===== src/rtl/kbhp_pkg.sv =====
// ----------------------------------------------------------------------------
// kbhp_pkg
// Types and constants shared by the key blob header parser.
// ----------------------------------------------------------------------------
`default_nettype none

package kbhp_pkg;

    // Input beat: one blob byte and its end marker
    typedef struct packed {
        logic [7:0] in_byte;
        logic       is_last;
    } t_in_beat;

    // Output beat: byte passed through with its tag and verdict
    typedef struct packed {
        logic [7:0] out_byte;
        logic [1:0] section;
        logic [1:0] error_code;
        logic       blob_end;
        logic       blob_ok;
    } t_out_beat;

    // Parser phases
    localparam logic [1:0] PH_HEADER   = 2'd0;
    localparam logic [1:0] PH_MODULUS  = 2'd1;
    localparam logic [1:0] PH_EXPONENT = 2'd2;
    localparam logic [1:0] PH_DONE     = 2'd3;

    // Error codes
    localparam logic [1:0] ERR_NONE    = 2'd0;
    localparam logic [1:0] ERR_FORMAT  = 2'd1;
    localparam logic [1:0] ERR_VERSION = 2'd2;
    localparam logic [1:0] ERR_TYPE    = 2'd3;

    // Section tags
    localparam logic [1:0] SEC_HEADER   = 2'd0;
    localparam logic [1:0] SEC_MODULUS  = 2'd1;
    localparam logic [1:0] SEC_EXPONENT = 2'd2;
    localparam logic [1:0] SEC_IGNORED  = 2'd3;

    // Header byte positions
    localparam logic [3:0] HDR_VERSION_IDX = 4'd4;
    localparam logic [3:0] HDR_TYPE_IDX    = 4'd5;
    localparam logic [3:0] HDR_MLEN_IDX    = 4'd6;
    localparam logic [3:0] HDR_ELEN_IDX    = 4'd10;
    localparam logic [3:0] HDR_LAST_IDX    = 4'd13;

    // Magic "SWKY", byte 0 in the low lane
    localparam logic [31:0] MAGIC_WORD   = 32'h594B_5753;
    localparam logic [7:0]  VERSION_BYTE = 8'h01;

    // Config register map
    localparam int          PADDR_W          = 3;
    localparam logic        REG_KEY_TYPE_SEL = 1'b0;
    localparam logic [1:0]  KEY_TYPE_RESET   = 2'd1;

endpackage : kbhp_pkg

`default_nettype wire


===== src/rtl/key_blob_header_parser_top.sv =====
// An accepted input beat goes to the result register, or to the skid entry
//   while that is held. Throughput: one byte per cycle while o_stall is low;
//   next state decrements and compares the 32-bit remaining-byte counter.
// A two-entry output buffer (result register plus skid) keeps input open
//   while one result waits. Reset: parser in header phase, no error,
//   key type register = 1, both output entries empty.
// ----------------------------------------------------------------------------
// key_blob_header_parser_top
// Checks a key blob byte by byte (magic, version, type, lengths, nonzero
// values, total size) and tags each byte with its section and sticky error.
// ----------------------------------------------------------------------------
`default_nettype none

module key_blob_header_parser_top
    import kbhp_pkg::*;
(
    input  wire                      i_clk,
    input  wire                      i_rst_n,
    // input channel
    input  wire                      i_valid,
    input  wire  t_in_beat           i_data,
    output logic                     o_stall,
    // output channel
    output logic                     o_valid,
    output t_out_beat                o_data,
    input  wire                      i_stall,
    // config port
    input  wire                      psel,
    input  wire                      penable,
    input  wire                      pwrite,
    input  wire  [PADDR_W-1:0]       paddr,
    input  wire  [31:0]              pwdata,
    output logic [31:0]              prdata,
    output logic                     pready
);

    // parser state
    logic [1:0]  r_phase,   n_phase;
    logic [3:0]  r_hdr_idx, n_hdr_idx;
    logic [31:0] r_mod_len, n_mod_len;
    logic [31:0] r_exp_len, n_exp_len;
    logic [31:0] r_remain,  n_remain;
    logic        r_nz_seen, n_nz_seen;
    logic [1:0]  r_err,     n_err;
    logic [1:0]  r_key_type;

    // output buffer
    logic        r_out_v;
    t_out_beat   r_out;
    logic        r_skid_v;
    t_out_beat   r_skid;

    logic        in_acc;
    logic        out_take;
    t_out_beat   res;
    logic [1:0]  sec;
    logic [1:0]  lane;
    logic [7:0]  b;
    logic        last;

    assign b        = i_data.in_byte;
    assign last     = i_data.is_last;
    assign o_stall  = r_skid_v;
    assign in_acc   = i_valid && !r_skid_v;
    assign out_take = r_out_v && !i_stall;
    assign o_valid  = r_out_v;
    assign o_data   = r_out;

    // length byte lane: positions 6..9 and 10..13 map to lanes 0..3
    assign lane = 2'(r_hdr_idx[1:0] + 2'd2);

    // config register
    assign pready = 1'b1;
    always_ff @(posedge i_clk) begin
        if (!i_rst_n) begin
            r_key_type <= KEY_TYPE_RESET;
        end else if (psel && penable && pwrite && paddr[2] == REG_KEY_TYPE_SEL) begin
            r_key_type <= pwdata[1:0];
        end
    end

    always_comb begin
        prdata = '0;
        if (paddr[2] == REG_KEY_TYPE_SEL) begin
            prdata = {30'd0, r_key_type};
        end
    end

    // next state and result for the byte at the input
    always_comb begin
        n_phase   = r_phase;
        n_hdr_idx = r_hdr_idx;
        n_mod_len = r_mod_len;
        n_exp_len = r_exp_len;
        n_remain  = r_remain;
        n_nz_seen = r_nz_seen;
        n_err     = r_err;
        sec       = SEC_IGNORED;

        if (r_err == ERR_NONE) begin
            case (r_phase)
                PH_HEADER: begin
                    sec = SEC_HEADER;
                    // field checks and length capture
                    if (r_hdr_idx < HDR_VERSION_IDX) begin
                        if (b != MAGIC_WORD[{r_hdr_idx[1:0], 3'b000} +: 8]) begin
                            n_err = ERR_FORMAT;
                        end
                    end else if (r_hdr_idx == HDR_VERSION_IDX) begin
                        if (b != VERSION_BYTE) begin
                            n_err = ERR_VERSION;
                        end
                    end else if (r_hdr_idx == HDR_TYPE_IDX) begin
                        if (b != {6'd0, r_key_type}) begin
                            n_err = ERR_TYPE;
                        end
                    end else if (r_hdr_idx < HDR_ELEN_IDX) begin
                        n_mod_len[{lane, 3'b000} +: 8] = b;
                    end else if (r_hdr_idx <= HDR_LAST_IDX) begin
                        n_exp_len[{lane, 3'b000} +: 8] = b;
                    end
                    // advance
                    if (last) begin
                        n_err = ERR_FORMAT;
                    end else if (r_hdr_idx >= HDR_LAST_IDX) begin
                        if (n_mod_len == '0 || n_exp_len == '0) begin
                            if (n_err == ERR_NONE) begin
                                n_err = ERR_FORMAT;
                            end
                        end else begin
                            n_phase   = PH_MODULUS;
                            n_remain  = n_mod_len;
                            n_nz_seen = 1'b0;
                        end
                    end else begin
                        n_hdr_idx = r_hdr_idx + 4'd1;
                    end
                end
                PH_MODULUS, PH_EXPONENT: begin
                    sec       = (r_phase == PH_MODULUS) ? SEC_MODULUS : SEC_EXPONENT;
                    n_nz_seen = r_nz_seen || (b != 8'd0);
                    if (r_remain != '0) begin
                        n_remain = r_remain - 32'd1;
                    end
                    if (n_remain == '0) begin
                        if (!n_nz_seen) begin
                            n_err = ERR_FORMAT;
                        end else if (r_phase == PH_MODULUS) begin
                            n_phase   = PH_EXPONENT;
                            n_remain  = r_exp_len;
                            n_nz_seen = 1'b0;
                            if (last) begin
                                n_err = ERR_FORMAT;
                            end
                        end else begin
                            n_phase = PH_DONE;
                        end
                    end else if (last) begin
                        n_err = ERR_FORMAT;
                    end
                end
                default: begin
                    // bytes beyond the exponent
                    sec   = SEC_IGNORED;
                    n_err = ERR_FORMAT;
                end
            endcase
        end

        res.out_byte   = b;
        res.section    = sec;
        res.error_code = n_err;
        res.blob_end   = last;
        res.blob_ok    = last && (n_err == ERR_NONE) && (n_phase == PH_DONE);

        // end of blob returns the parser to its reset state
        if (last) begin
            n_phase   = PH_HEADER;
            n_hdr_idx = '0;
            n_mod_len = '0;
            n_exp_len = '0;
            n_remain  = '0;
            n_nz_seen = 1'b0;
            n_err     = ERR_NONE;
        end
    end

    // parser state registers
    always_ff @(posedge i_clk) begin
        if (!i_rst_n) begin
            r_phase   <= PH_HEADER;
            r_hdr_idx <= '0;
            r_mod_len <= '0;
            r_exp_len <= '0;
            r_remain  <= '0;
            r_nz_seen <= 1'b0;
            r_err     <= ERR_NONE;
        end else if (in_acc) begin
            r_phase   <= n_phase;
            r_hdr_idx <= n_hdr_idx;
            r_mod_len <= n_mod_len;
            r_exp_len <= n_exp_len;
            r_remain  <= n_remain;
            r_nz_seen <= n_nz_seen;
            r_err     <= n_err;
        end
    end

    // output register with skid entry
    always_ff @(posedge i_clk) begin
        if (!i_rst_n) begin
            r_out_v  <= 1'b0;
            r_skid_v <= 1'b0;
        end else if (!r_out_v || out_take) begin
            if (r_skid_v) begin
                r_out_v  <= 1'b1;
                r_skid_v <= 1'b0;
            end else begin
                r_out_v <= in_acc;
            end
        end else if (in_acc) begin
            r_skid_v <= 1'b1;
        end
    end

    always_ff @(posedge i_clk) begin
        if (!r_out_v || out_take) begin
            if (r_skid_v) begin
                r_out <= r_skid;
            end else if (in_acc) begin
                r_out <= res;
            end
        end else if (in_acc) begin
            r_skid <= res;
        end
    end

    // checks
    a_skid_needs_out: assert property (@(posedge i_clk) disable iff (!i_rst_n)
        r_skid_v |-> r_out_v)
        else $error("skid entry held while output register empty");

    a_ok_only_at_end: assert property (@(posedge i_clk) disable iff (!i_rst_n)
        (o_valid && o_data.blob_ok) |-> (o_data.blob_end && o_data.error_code == ERR_NONE))
        else $error("blob_ok without clean blob end");

    a_ignored_has_error: assert property (@(posedge i_clk) disable iff (!i_rst_n)
        (o_valid && o_data.section == SEC_IGNORED) |-> (o_data.error_code != ERR_NONE))
        else $error("ignored section without error");

    a_clear_after_last: assert property (@(posedge i_clk) disable iff (!i_rst_n)
        (in_acc && i_data.is_last) |=>
            (r_phase == PH_HEADER && r_hdr_idx == '0 && r_err == ERR_NONE))
        else $error("parser not cleared after last byte");

endmodule : key_blob_header_parser_top

`default_nettype wire


===== config.mk =====
export PLATFORM = sky130hd
export DESIGN_NAME = key_blob_header_parser_top
export DESIGN_NICKNAME = d
export VERILOG_FILES = /design/src/rtl/kbhp_pkg.sv /design/src/rtl/key_blob_header_parser_top.sv
export SDC_FILE = /design/constraint.sdc
export NUM_CORES = 1
export LEC_CHECK = 0
export ABC_AREA = 0
export BUFFER_PORTS_ARGS = -buffer_cell sky130_fd_sc_hd__buf_2
export CORE_MARGIN = 2
export CORE_UTILIZATION = 27
export DETAILED_ROUTE_END_ITERATION = 10
export PLACE_DENSITY_LB_ADDON = 0.15
export SETUP_SLACK_MARGIN = 0.5
export SYNTH_ARGS = -nofsm -noshare
export SYNTH_HDL_FRONTEND = slang
export SYNTH_SLANG_ARGS = --single-unit

===== constraint.sdc =====
create_clock -name i_clk -period 9.2 [get_ports i_clk]
set_input_delay 0.46 -clock i_clk [delete_from_list [all_inputs] [get_ports i_clk]]
set_output_delay 0.46 -clock i_clk [all_outputs]
set_load 0.01 [all_outputs]

==> results.md, run 1 <==
- Root Driver: clkbuf_16
- Post-synth EDFFs: 28
- Gr usage total: between 10% and 20%
- Crit-path max FO: 30
- Initial antenna violation count: 0
- CP max-delay cell: dfxtp_1
- Post-Place Cells: 1,411
- Cells after synthesis: about 1,000
- Die X-Extent: 182 µm
- Area of the core: ~0.031 mm²
- Die area: ~0.033 mm²
- First-pass GRT wire length: approximately 47,000 µm
- Iteration-0 DRC Markers: approximately 760
- Fmax: ~200 MHz
- Simple-Gate Fraction of Synth Area: approximately 28%
- Rows: between 60 and 70
- CTS tree: yes
- Synth top area cells: dfxtp_1 (26%), edfxtp_1 (9.9%), nor2_1 (5.7%)
- Pwr Density: 169 mW/mm²
- Pleak: approximately 3.5 nW
- Die height: around 180 µm
- Ant. Diodes: 0
- Total CTS buffers: 17
- Clock Tree Buf Depth: 2
- Clk network pwr share: between 40% and 50%
- Post-synth top flop: dfxtp_1
- Final wirelength: 30,800 µm
- Detailed Place HPWL: ~22,000 µm
- Mean Syn Cell Area: 8.15 µm²
- Hold Buf Count CTS: 0
- Final hold vios: 0
- Vias in the first global route: 7,392
- Layout area overhead: 10.4%
- Critical Path End Type: flop
- CP Cell Sequence: inv_1 -> ha_1 -> nor4b_1 -> o21ai_1 -> mux2i_1 -> or4_1 -> nor3_1 -> nor4b_1 -> o21ai_2 -> buf_4 -> nand2_1 -> o221ai_1
- RSZ-0062 raised after global routing: false
- Final Setup Violations: 0
- Final Critical Period: ~4.9 ns
- Htree depth: 4
- Avg WL per Cell: about 21 µm
- Slew HR: 29.5%
- Largest family of logic cells by synthesized area: simple AND/OR/NAND/NOR gates
- Reg area: between 0.003 and 0.004 mm²
- Maxcap violations: 0
- Share of the synthesized area in the top cell type: 25.6%
- Arr. time, crit path: 5.27 ns
- Share of power burned in registers: between 40% and 50%
- Critical Path RT: between 9 and 10 ns
- Drc violations: 0
- Buf/Inv on CP: 2
- Placer Congestion: between 0.8 and 0.9
- Adder-cell share of the synthesized area: under 10%
- Max rail drop VDD: around 0.11 mV
- Post-CTS setup buffers: 0
- Slew Viols, Final: 0
- Detailed-route via count: 7,953
- Top cell by count, worst path: nor4b_1
- Worst Max-Slew Pin Slew: 1.05 ns
- Share of layout cells above drive strength 1: between 10% and 20%
- I/O Pins: 100
- Post-synthesis instance area: around 0.0085 mm²
- Clock Pin Slew Worst Setup and Hold Paths: 0.06 ns
- Switching power: 0.000510 W
- Most area-hungry cell type in the Yosys netlist: dfxtp_1
- PortBufs: 36
- # fillers: approximately 3,400
- CP peak stage delay: around 0.76 ns
- Final net count: roughly 1,100
- Hold_ws: roughly 0.27 ns
- Synth Register Bits: about 140
- Vias per inst: ~5.5
- Delay-heaviest family, CP: simple AND/OR/NAND/NOR gates
- Starting density of the core: between 20% and 30%
- Multiplexer share of the synthesized area: roughly 3.1%
- Setup TNS: 0 ns
- Fraction of registers with async set/reset: 0%
- Int Pwr: ~0.0011 W
- Finished Core Util: a little under a third
- Worst clock skew: between 0.01 and 0.015 ns
- Distinct cells, synth: between 70 and 80
- Outcome: completed
- Clk sinks: approximately 140
- Clock Latency Late Sink: approximately 0.42 ns
- Hold Crit Class: in -> reg
- Sw frac: between 30 and 40%
- Count leader, synth: nor2_1
- Register area share after synthesis: between 30% and 40%
- Synth Area in XOR/XNOR: 2.77%
- Final std cells w/o fill: ~1,400
- Setup Crit Path Kind: reg -> reg
- Setup crit start kind: flop
- Commonest cells in the netlist: nor2_1 (129), dfxtp_1 (109), clkbuf_1 (72), nand2_1 (59), a22oi_1 (54)
- Antenna Violating Nets Remaining: 0
- Post_cts resized: 0
- Period utilisation layout: around 54%
- Area occupied by multi-input gates: between 0.004 and 0.005 mm²
- 1st-pass router iterations: 5
- Gate power share: a little under a fifth
- GRT overflow: 0
- Ys Warns: 0
- Largest net degree at the start of global routing: 53
- Compound-Gate Fraction of Synth Area: between 20% and 30%
==> layout make-up <==
cell class | count | share of cell area [%]
Clock buffer | 18 | 4.56
Clock inverter | 13 | 1.30
Inverter | 22 | 0.877
Multi-Input combinational cell | 801 | 52.9
Sequential cell | 137 | 32.1
Tap cell | 402 | 5.34
Timing Repair Buffer | 49 | 2.95
==> power by group through the flow <==
stage / Clock [W] / Sequential (W) / Combinational (W)
after floorplan: 0 / 0.000647 / 0.000191
after global placement: 0 / 0.000648 / 0.000290
after detailed placement: 0 / 0.000648 / 0.000289
after CTS: 0.000672 / 0.000634 / 0.000290
after global routing: 0.000702 / 0.000635 / 0.000318
final: 0.000659 / 0.000634 / 0.000294
==> sequential cells by signal, summed over array words and instances (netlist names) <==
name and cells:
r_key_type 2, o_data 14, r_hdr_idx 4, r_skid 14, r_remain 32, r_exp_len 32, o_stall 1, r_nz_seen 1
r_mod_len 32, o_valid 1, r_err 2, r_phase 2
==> worst reg2reg max path, delay by kind of cell (launching register included) <==
family,cells,cell delay (ns)
buf+inv,2,0.58
compound gates,3,0.83
fa+ha+maj,1,0.33
mux,1,0.27
flops,1,0.76
simple gates,5,2.07
==> cells by family after synthesis <==
family                   count (synthesis)
AO/OA/AOI/OAI                          253
XOR/XNOR                                27
adder cells (fa/ha/maj)                 13
buffers and inverters                  137
flip-flops                             137
multiplexers                            24
other                                    2
AND/OR/NAND/NOR                        453
==> cell usage in the layout, fill, tap and decap left out, types with 5 or more instances in the layout <==
| cell type | n |
|---|---|
| o31ai_1 | 36 |
| nor3_1 | 42 |
| o211ai_1 | 7 |
| xnor2_1 | 12 |
| or3_1 | 18 |
| nor4_1 | 33 |
| xor2_1 | 15 |
| nor4b_1 | 5 |
| a211o_1 | 5 |
| clkbuf_16 | 17 |
| nand2_1 | 59 |
| a22oi_1 | 54 |
| nor2_1 | 129 |
| conb_1 | 31 |
| and3_1 | 27 |
| nor3b_1 | 13 |
| inv_1 | 21 |
| or4_1 | 18 |
| or2_2 | 7 |
| mux2_2 | 16 |
| ha_1 | 13 |
| edfxtp_1 | 28 |
| a211oi_1 | 41 |
| clkinvlp_4 | 6 |
| mux2i_1 | 8 |
| nor2b_1 | 9 |
| buf_2 | 36 |
| o21ai_0 | 18 |
| a21oi_1 | 39 |
| dfxtp_1 | 109 |
| nand3_1 | 46 |
| o21ai_1 | 9 |
| nand4_1 | 16 |
| buf_4 | 13 |
==> routing by layer <==
| layer | vias to the layer above | GRT usage, % | part of all wire (%) |
|---|---|---|---|
| met5 | - | 0 | 0 |
| met4 | 0 | 4.33 | 1.1 |
| met3 | 21 | 2.19 | 4.5 |
| met2 | 235 | 28.9 | 45 |
| met1 | 3883 | 27.7 | 49 |
| li1 | 3814 | - | - |
==> through the flow <==
step           power, W  instance area, µm²  setup slack [ns]
6_report        0.00159                9410              4.27
5_1_grt         0.00166                9410              3.92
4_1_cts         0.00160                9410              4.30
3_5_place_dp   0.000937                8860              4.31
3_3_place_gp   0.000938                8860              4.34
2_1_floorplan  0.000838                8630              5.23
==> worst paths after layout <==
kind	from	end	slack, ns	cells after the start
worst max register to register	r_hdr_idx[0]	r_remain[25]	4.27	12
worst max-delay path	r_hdr_idx[0]	r_remain[25]	4.27	12
worst min register to register	r_nz_seen	r_nz_seen	0.47	2
worst min-delay path	pwdata[0]	r_key_type[0]	0.27	3
No activity file was read; power rests on OpenSTA's default activity.
==> inputs of run 2 (changes only) <==
==> constraint.sdc (replaced) <==
create_clock -name i_clk -period 4.3 [get_ports i_clk]
set_input_delay 0.215 -clock i_clk [delete_from_list [all_inputs] [get_ports i_clk]]
set_output_delay 0.215 -clock i_clk [all_outputs]
set_load 0.01 [all_outputs]
==> run 2 against run 1 <==
- clock power is 120% higher
- total power is 120% higher
- setup slack worse by 3.7 ns
- die area stayed put
- non-clock buffer count is 57 higher
- critical path depth is 3 lower
- cell count is 4.1% higher
- count of clock-buffer cells in the layout is 1 higher
- via count is 4.2% higher
- sequential share of layout area is 2.3 points lower
- critical endpoint is now o_data[2]
- largest cell class unchanged
- highest routed layer unchanged
==> results.md, run 2 (synthesis gave the netlist of run 1 again) <==
- Starting density of the core: 27.2% (unchanged)
- Final wirelength: 31,600 µm (+2.5%)
- Total CTS buffers: 17 (unchanged)
- Outcome: completed
- Max rail drop VDD: 0.241 mV (+110%)
- Gr usage total: 19.0% (+0.27 points)
- Fmax: 267 MHz (+32%)
- Setup Crit Path Kind: reg -> reg
- CTS tree: yes
- Arr. time, crit path: 3.92 ns (-1.35 ns)
- Setup crit start kind: flop
- Critical Path End Type: flop
- Worst clock skew: 0.00866 ns (-0.00537 ns)
- CP max-delay cell: or4_4
- Maxcap violations: 0 (unchanged)
- 1st-pass router iterations: 5 (unchanged)
- Share of layout cells above drive strength 1: 19.2% (+7.8 points)
- Final net count: 1,150 (+5.3%)
- Vias per inst: 5.52 (+0.12%)
- CP peak stage delay: 0.61 ns (-0.15 ns)
- Critical Path RT: 4.47 ns (-5.07 ns)
- Area occupied by multi-input gates: 0.00521 mm² (+4.7%)
- Final Critical Period: 3.75 ns (-1.18 ns)
- Finished Core Util: 32.4% (+2.4 points)
- Hold Crit Class: in -> reg
- Detailed-route via count: 8,288 (+4.2%)
- Area of the core: 0.0313 mm² (unchanged)
- Die height: 182 µm (unchanged)
- Iteration-0 DRC Markers: 737 (-3.3%)
- GRT overflow: 0 (unchanged)
- Final hold vios: 0 (unchanged)
- Delay-heaviest family, CP: simple AND/OR/NAND/NOR gates
- Most frequent cells in the layout: nor2_1 (128), dfxtp_1 (104), buf_4 (66), nand2_1 (59), a22oi_1 (54)
- Vias in the first global route: 7,699 (+4.2%)
- # fillers: 3,280 (-2.8%)
- Clk sinks: 137 (unchanged)
- Commonest non-fill, non-tap cell in the layout: nor2_1
- DRT met1 WL: 15,300 µm (+0.41%)
- First-pass GRT wire length: 47,900 µm (+1.5%)
- Final Setup Violations: 0 (unchanged)
- Top flop regs: r_exp_len (32), r_mod_len (32), r_remain (32)
- Slew HR: 35.9% (+6.4 points)
- Ant. Diodes: 0 (unchanged)
- Reg area: 0.00303 mm² (+0.29%)
- Top cell by count, worst path: or4_4
- Die X-Extent: 182 µm (unchanged)
- Wire length on met2: 14,300 µm (+2.6%)
- Rows: 65 (unchanged)
- Buf/Inv on CP: 0 (-2)
- Initial antenna violation count: 0 (unchanged)
- Clock Tree Buf Depth: 2 (unchanged)
- Root Driver: clkbuf_16
- Period utilisation layout: 87.2% (+34 points)
- Avg WL per Cell: 21.1 µm (-1.6%)
- Clock Latency Late Sink: 0.43 ns (about the same)
- Clock Pin Slew Worst Setup and Hold Paths: 0.06 ns (about the same)
- I/O Pins: 100 (unchanged)
- Antenna Violating Nets Remaining: 0 (unchanged)
- Routed length on met3: 1340 µm (-4.1%)
- Topmost layer with routed signal wires: met4
- Drc violations: 0 (unchanged)
- Pleak: 3.87 nW (+11%)
- Die area: 0.0330 mm² (unchanged)
- CP Cell Sequence: or4_4 -> or4_4 -> o31ai_4 -> nand4_1 -> o31ai_4 -> nand4_1 -> or4_4 -> a211o_1 -> mux2_4
- PortBufs: 36 (unchanged)
- Layout area overhead: 19.1%
- Pwr Density: 348 mW/mm² (+110%)
- Final std cells w/o fill: 1,501 (+4.1%)
- Largest net degree at the start of global routing: 73 (+38%)
- Slew Viols, Final: 0 (unchanged)
- Crit-path max FO: 5 (-83%)
- Htree depth: 4 (unchanged)
- RSZ-0062 raised after global routing: false
- Detailed Place HPWL: 22,900 µm (+5.0%)
- Worst Max-Slew Pin Slew: 0.959 ns (-0.0896 ns)
- Hold_ws: 0.0194 ns (-0.246 ns)
- Setup TNS: 0 ns (unchanged)
- Post-Place Cells: 1,454 (+3.0%)
- Placer Congestion: 0.867 (+0.94%)
-- run 2: cell types whose count changed in the layout (fill, tap and decap cells not counted), sizes merged --
cell	before	now
clkinvlp	6	5
clkbuf	18	19
buf	49	105
bufinv	1	3
clkinv	3	5
or4	20	21
inv	25	22
dlygate4sd3	0	1
-- run 2: final cells by class --
cell class                      count  area share, %
Inverter                           22          0.813
Clock buffer                       19           4.26
Timing Repair Buffer              106           7.34
Sequential cell                   137           29.8
Clock inverter                     13           1.52
Multi-Input combinational cell    802           51.3
Tap cell                          402           4.95
-- run 2: repair_timing --
action	CTS	global route
hold buffers	1	0
gates resized for setup	16	34
hold endpoints to repair	1	0
buffers inserted	7	6
pin swaps	9	17
gates cloned	0	1
endpoints found under the setup margin	31	38
-- run 2: through the flow --
step | area, µm² | setup slack [ns] | total power [W]
after detailed placement | 9220 | 0.213 | 0.00203
after global routing | 10200 | 0.471 | 0.00369
final | 10200 | 0.549 | 0.00353
after floorplan | 8640 | 0.503 | 0.00179
after CTS | 9950 | 0.502 | 0.00354
after global placement | 9220 | 0.241 | 0.00203
-- run 2: routing by layer --
metal | vias up | track usage [%]
met1 | 4061 | 27.0
met3 | 46 | 2.69
met2 | 232 | 29.4
li1 | 3949 | -
met4 | 0 | 6.57
met5 | - | 0
-- run 2: report_power, final --
group | internal, W | switching [W] | total (W) | leakage, nW
sequential | 0.00134 | 0.0000135 | 0.00135 | 1.14
clock | 0.000905 | 0.000575 | 0.00148 | 0.270
combinational | 0.000223 | 0.000476 | 0.000699 | 2.46
total | 0.00247 | 0.00107 | 0.00353 | 3.87
-- run 2: worst paths after layout --
kind / end / cells after the start / slack, ns / start
setup / recovery: o_data[2] / 9 / 0.55 / r_remain[4]
hold / removal: r_key_type[1] / 3 / 0.02 / pwdata[1]
setup reg to reg: o_data[2] / 9 / 0.55 / r_remain[4]
hold reg to reg: r_nz_seen / 2 / 0.48 / r_nz_seen
-- run 2: worst register-to-register path: stages (launching register included) --
cell and delay, ns:
dfxtp_4 0.36, or4_4 0.62, or4_4 0.61, o31ai_4 0.25
nand4_1 0.19, o31ai_4 0.27, nand4_1 0.11, or4_4 0.46
a211o_1 0.37, mux2_4 0.28
==> inputs of run 3 (changes only) <==
--- a/config.mk
+++ b/config.mk
@@ -8,9 +8,10 @@
 export ABC_AREA = 0
 export BUFFER_PORTS_ARGS = -buffer_cell sky130_fd_sc_hd__buf_2
 export CORE_MARGIN = 2
-export CORE_UTILIZATION = 27
+export CORE_UTILIZATION = 54
 export DETAILED_ROUTE_END_ITERATION = 10
 export PLACE_DENSITY_LB_ADDON = 0.15
+export REMOVE_ABC_BUFFERS = 1
 export SETUP_SLACK_MARGIN = 0.5
 export SYNTH_ARGS = -nofsm -noshare
 export SYNTH_HDL_FRONTEND = slang
==> constraint.sdc (replaced) <==
create_clock -name i_clk -period 4.3 [get_ports i_clk]
set_input_delay 0.215 -clock i_clk [delete_from_list [all_inputs] [get_ports i_clk]]
set_output_delay 0.215 -clock i_clk [all_outputs]
set_load 0.05 [all_outputs]
==> run 3 against run 2 <==
- count of clock-buffer cells in the layout is 1 lower
- critical path type unchanged
- clock skew is 0.0018 ns lower
- via count is 1.2% higher
- setup slack worse by 0.062 ns
- final area is 3.4% lower
- flip-flop and latch count stayed put
- cell count is 14% lower
- global-route usage is 13 points higher
- critical endpoint unchanged
==> results.md, run 3 (synthesis gave the netlist of run 1 again) <==
- Critical Path End Type: flop
- I/O Pins: 100 (unchanged)
- Clock Pin Slew Worst Setup and Hold Paths: 0.06 ns (about the same)
- Ant. Diodes: 0 (unchanged)
- GRT overflow: 0 (unchanged)
- Vias in the first global route: 7,349 (-4.5%)
- Arr. time, crit path: 3.98 ns (+0.06 ns)
- Clock Tree Buf Depth: 2 (unchanged)
- RSZ-0062 raised after global routing: true
- Maxcap violations: 0 (unchanged)
- DRT met1 WL: 11,900 µm (-22%)
- Pwr Density: 381 mW/mm² (+9.4%)
- Avg WL per Cell: 20.7 µm (-1.9%)
- Most frequent cells in the layout: nor2_1 (128), dfxtp_1 (105), nand2_1 (59), a22oi_1 (54), buf_4 (53)
- Worst clock skew: 0.00682 ns (-0.00184 ns)
- Total CTS buffers: 17 (unchanged)
- Fmax: 262 MHz (-1.6%)
- Final Setup Violations: 0 (unchanged)
- PortBufs: 36 (unchanged)
- Topmost layer with routed signal wires: met4
- Critical Path RT: 4.47 ns (about the same)
- Die area: 0.0168 mm² (-49%)
- Drc violations: 0 (unchanged)
- Delay-heaviest family, CP: simple AND/OR/NAND/NOR gates
- Clock Latency Late Sink: 0.42 ns (about the same)
- Slew Viols, Final: 0 (unchanged)
- Antenna Violating Nets Remaining: 0 (unchanged)
- Setup Crit Path Kind: reg -> reg
- Routed length on met3: 2360 µm (+77%)
- Die X-Extent: 130 µm (-29%)
- Slew HR: 43.8% (+7.8 points)
- Final std cells w/o fill: 1,297 (-14%)
- Vias per inst: 6.47 (+17%)
- Top flop regs: r_exp_len (32), r_mod_len (32), r_remain (32)
- Worst Max-Slew Pin Slew: 0.843 ns (-0.116 ns)
- Setup crit start kind: flop
- Share of layout cells above drive strength 1: 17.5% (-1.7 points)
- Largest net degree at the start of global routing: 73 (unchanged)
- Detailed-route via count: 8,386 (+1.2%)
- Commonest non-fill, non-tap cell in the layout: nor2_1
- Root Driver: clkbuf_16
- Iteration-0 DRC Markers: 1,044 (+42%)
- Clk sinks: 137 (unchanged)
- Layout area overhead: 15.1%
- Htree depth: 4 (unchanged)
- Reg area: 0.00303 mm² (about the same)
- CP peak stage delay: 0.62 ns (about the same)
- Final hold vios: 0 (unchanged)
- Hold Crit Class: in -> reg
- First-pass GRT wire length: 41,800 µm (-13%)
- Pleak: 3.83 nW (-0.97%)
- Top cell by count, worst path: or4_4
- Area occupied by multi-input gates: 0.00513 mm² (-1.5%)
- Buf/Inv on CP: 0 (unchanged)
- CP max-delay cell: or4_4
- Setup ws final: 0.487 ns (-0.0623 ns)
- Starting density of the core: 55.7% (+28 points)
- Placer Congestion: 0.970 (+12%)
- Post-Place Cells: 1,250 (-14%)
- 1st-pass router iterations: 6 (+1)
- Die height: 130 µm (-29%)
- Final wirelength: 26,800 µm (-15%)
- # fillers: 1,340 (-59%)
- Period utilisation layout: 88.7% (+1.4 points)
- Area of the core: 0.0153 mm² (-51%)
- Crit-path max FO: 8 (+3)
- Initial antenna violation count: 0 (unchanged)
- DP Worst Slack: 0.423 ns (+0.210 ns)
- Final net count: 1,137 (-1.1%)
- Wire length on met2: 11,900 µm (-17%)
- Final Critical Period: 3.81 ns (+0.0623 ns)
- CTS tree: yes
- CP Cell Sequence: or4_4 -> or4_4 -> o31ai_4 -> nand4_1 -> o31ai_4 -> nand4_1 -> or4_4 -> a211o_1 -> mux2_4
- Max rail drop VDD: 0.270 mV (+12%)
- Rows: 45 (-31%)
- Detailed Place HPWL: 19,000 µm (-17%)
- Outcome: completed
- Gr usage total: 32.4% (+13 points)
-- run 3: report_power, final --
part / switching (W) / internal [W]
sequential: 0.0000131 / 0.00134
clock: 0.000561 / 0.00108
combinational: 0.000531 / 0.000209
total: 0.00111 / 0.00263
-- run 3: cell type report --
class	count	area share, %
clock inverter	14	2.32
timing repair buffer	94	6.63
tap	211	2.69
clock buffer	18	4.37
sequential	137	30.9
inverter	22	0.841
multi-input combinational	801	52.2
-- run 3: worst paths after layout --
kind         cells after the start       endpoint  slack, ns         from
min                              3  r_key_type[1]       0.03    pwdata[1]
min reg2reg                      2      r_nz_seen       0.47    r_nz_seen
max                              9      o_data[2]       0.49  r_remain[3]
max reg2reg                      9      o_data[2]       0.49  r_remain[3]
-- run 3: metrics by stage --
| stage | total power, W | hold WS, ns | setup TNS [ns] | instance area, µm² | util, % |
|---|---|---|---|---|---|
| 3_5_place_dp | 0.00206 | 0.437 | 0 | 8870 | 57.9 |
| 6_report | 0.00374 | 0.0252 | 0 | 9820 | 64.1 |
| 5_1_grt | 0.00385 | 0.0477 | 0 | 9820 | 64.1 |
| 2_1_floorplan | 0.00183 | 0.277 | -13.36 | 8060 | - |
| 4_1_cts | 0.00370 | 0.0175 | 0 | 9600 | 62.7 |
| 3_3_place_gp | 0.00206 | 0.431 | 0 | 8870 | 57.9 |
-- run 3: worst reg2reg max path, delay by kind of cell (launching register included) --
kind | cells | cell delay (ns)
AND/OR/NAND/NOR | 5 | 1.99
AO/OA/AOI/OAI | 3 | 0.91
flip-flops | 1 | 0.37
multiplexers | 1 | 0.28
-- run 3: what timing repair did --
| item | in CTS | in global routing |
|---|---|---|
| setup buffers | 3 | 11 |
| setup endpoints to repair | 14 | 39 |
| hold buffers | 1 | 0 |
| hold endpoints to repair | 1 | 0 |
| pin swaps | 3 | 16 |
| resized for setup | 9 | 30 |
-- run 3: layer usage --
layer | vias up | track usage, %
met5 | - | 0
met4 | 0 | 10.6
met3 | 52 | 5.82
met2 | 429 | 48.0
met1 | 3990 | 47.9
li1 | 3915 | -
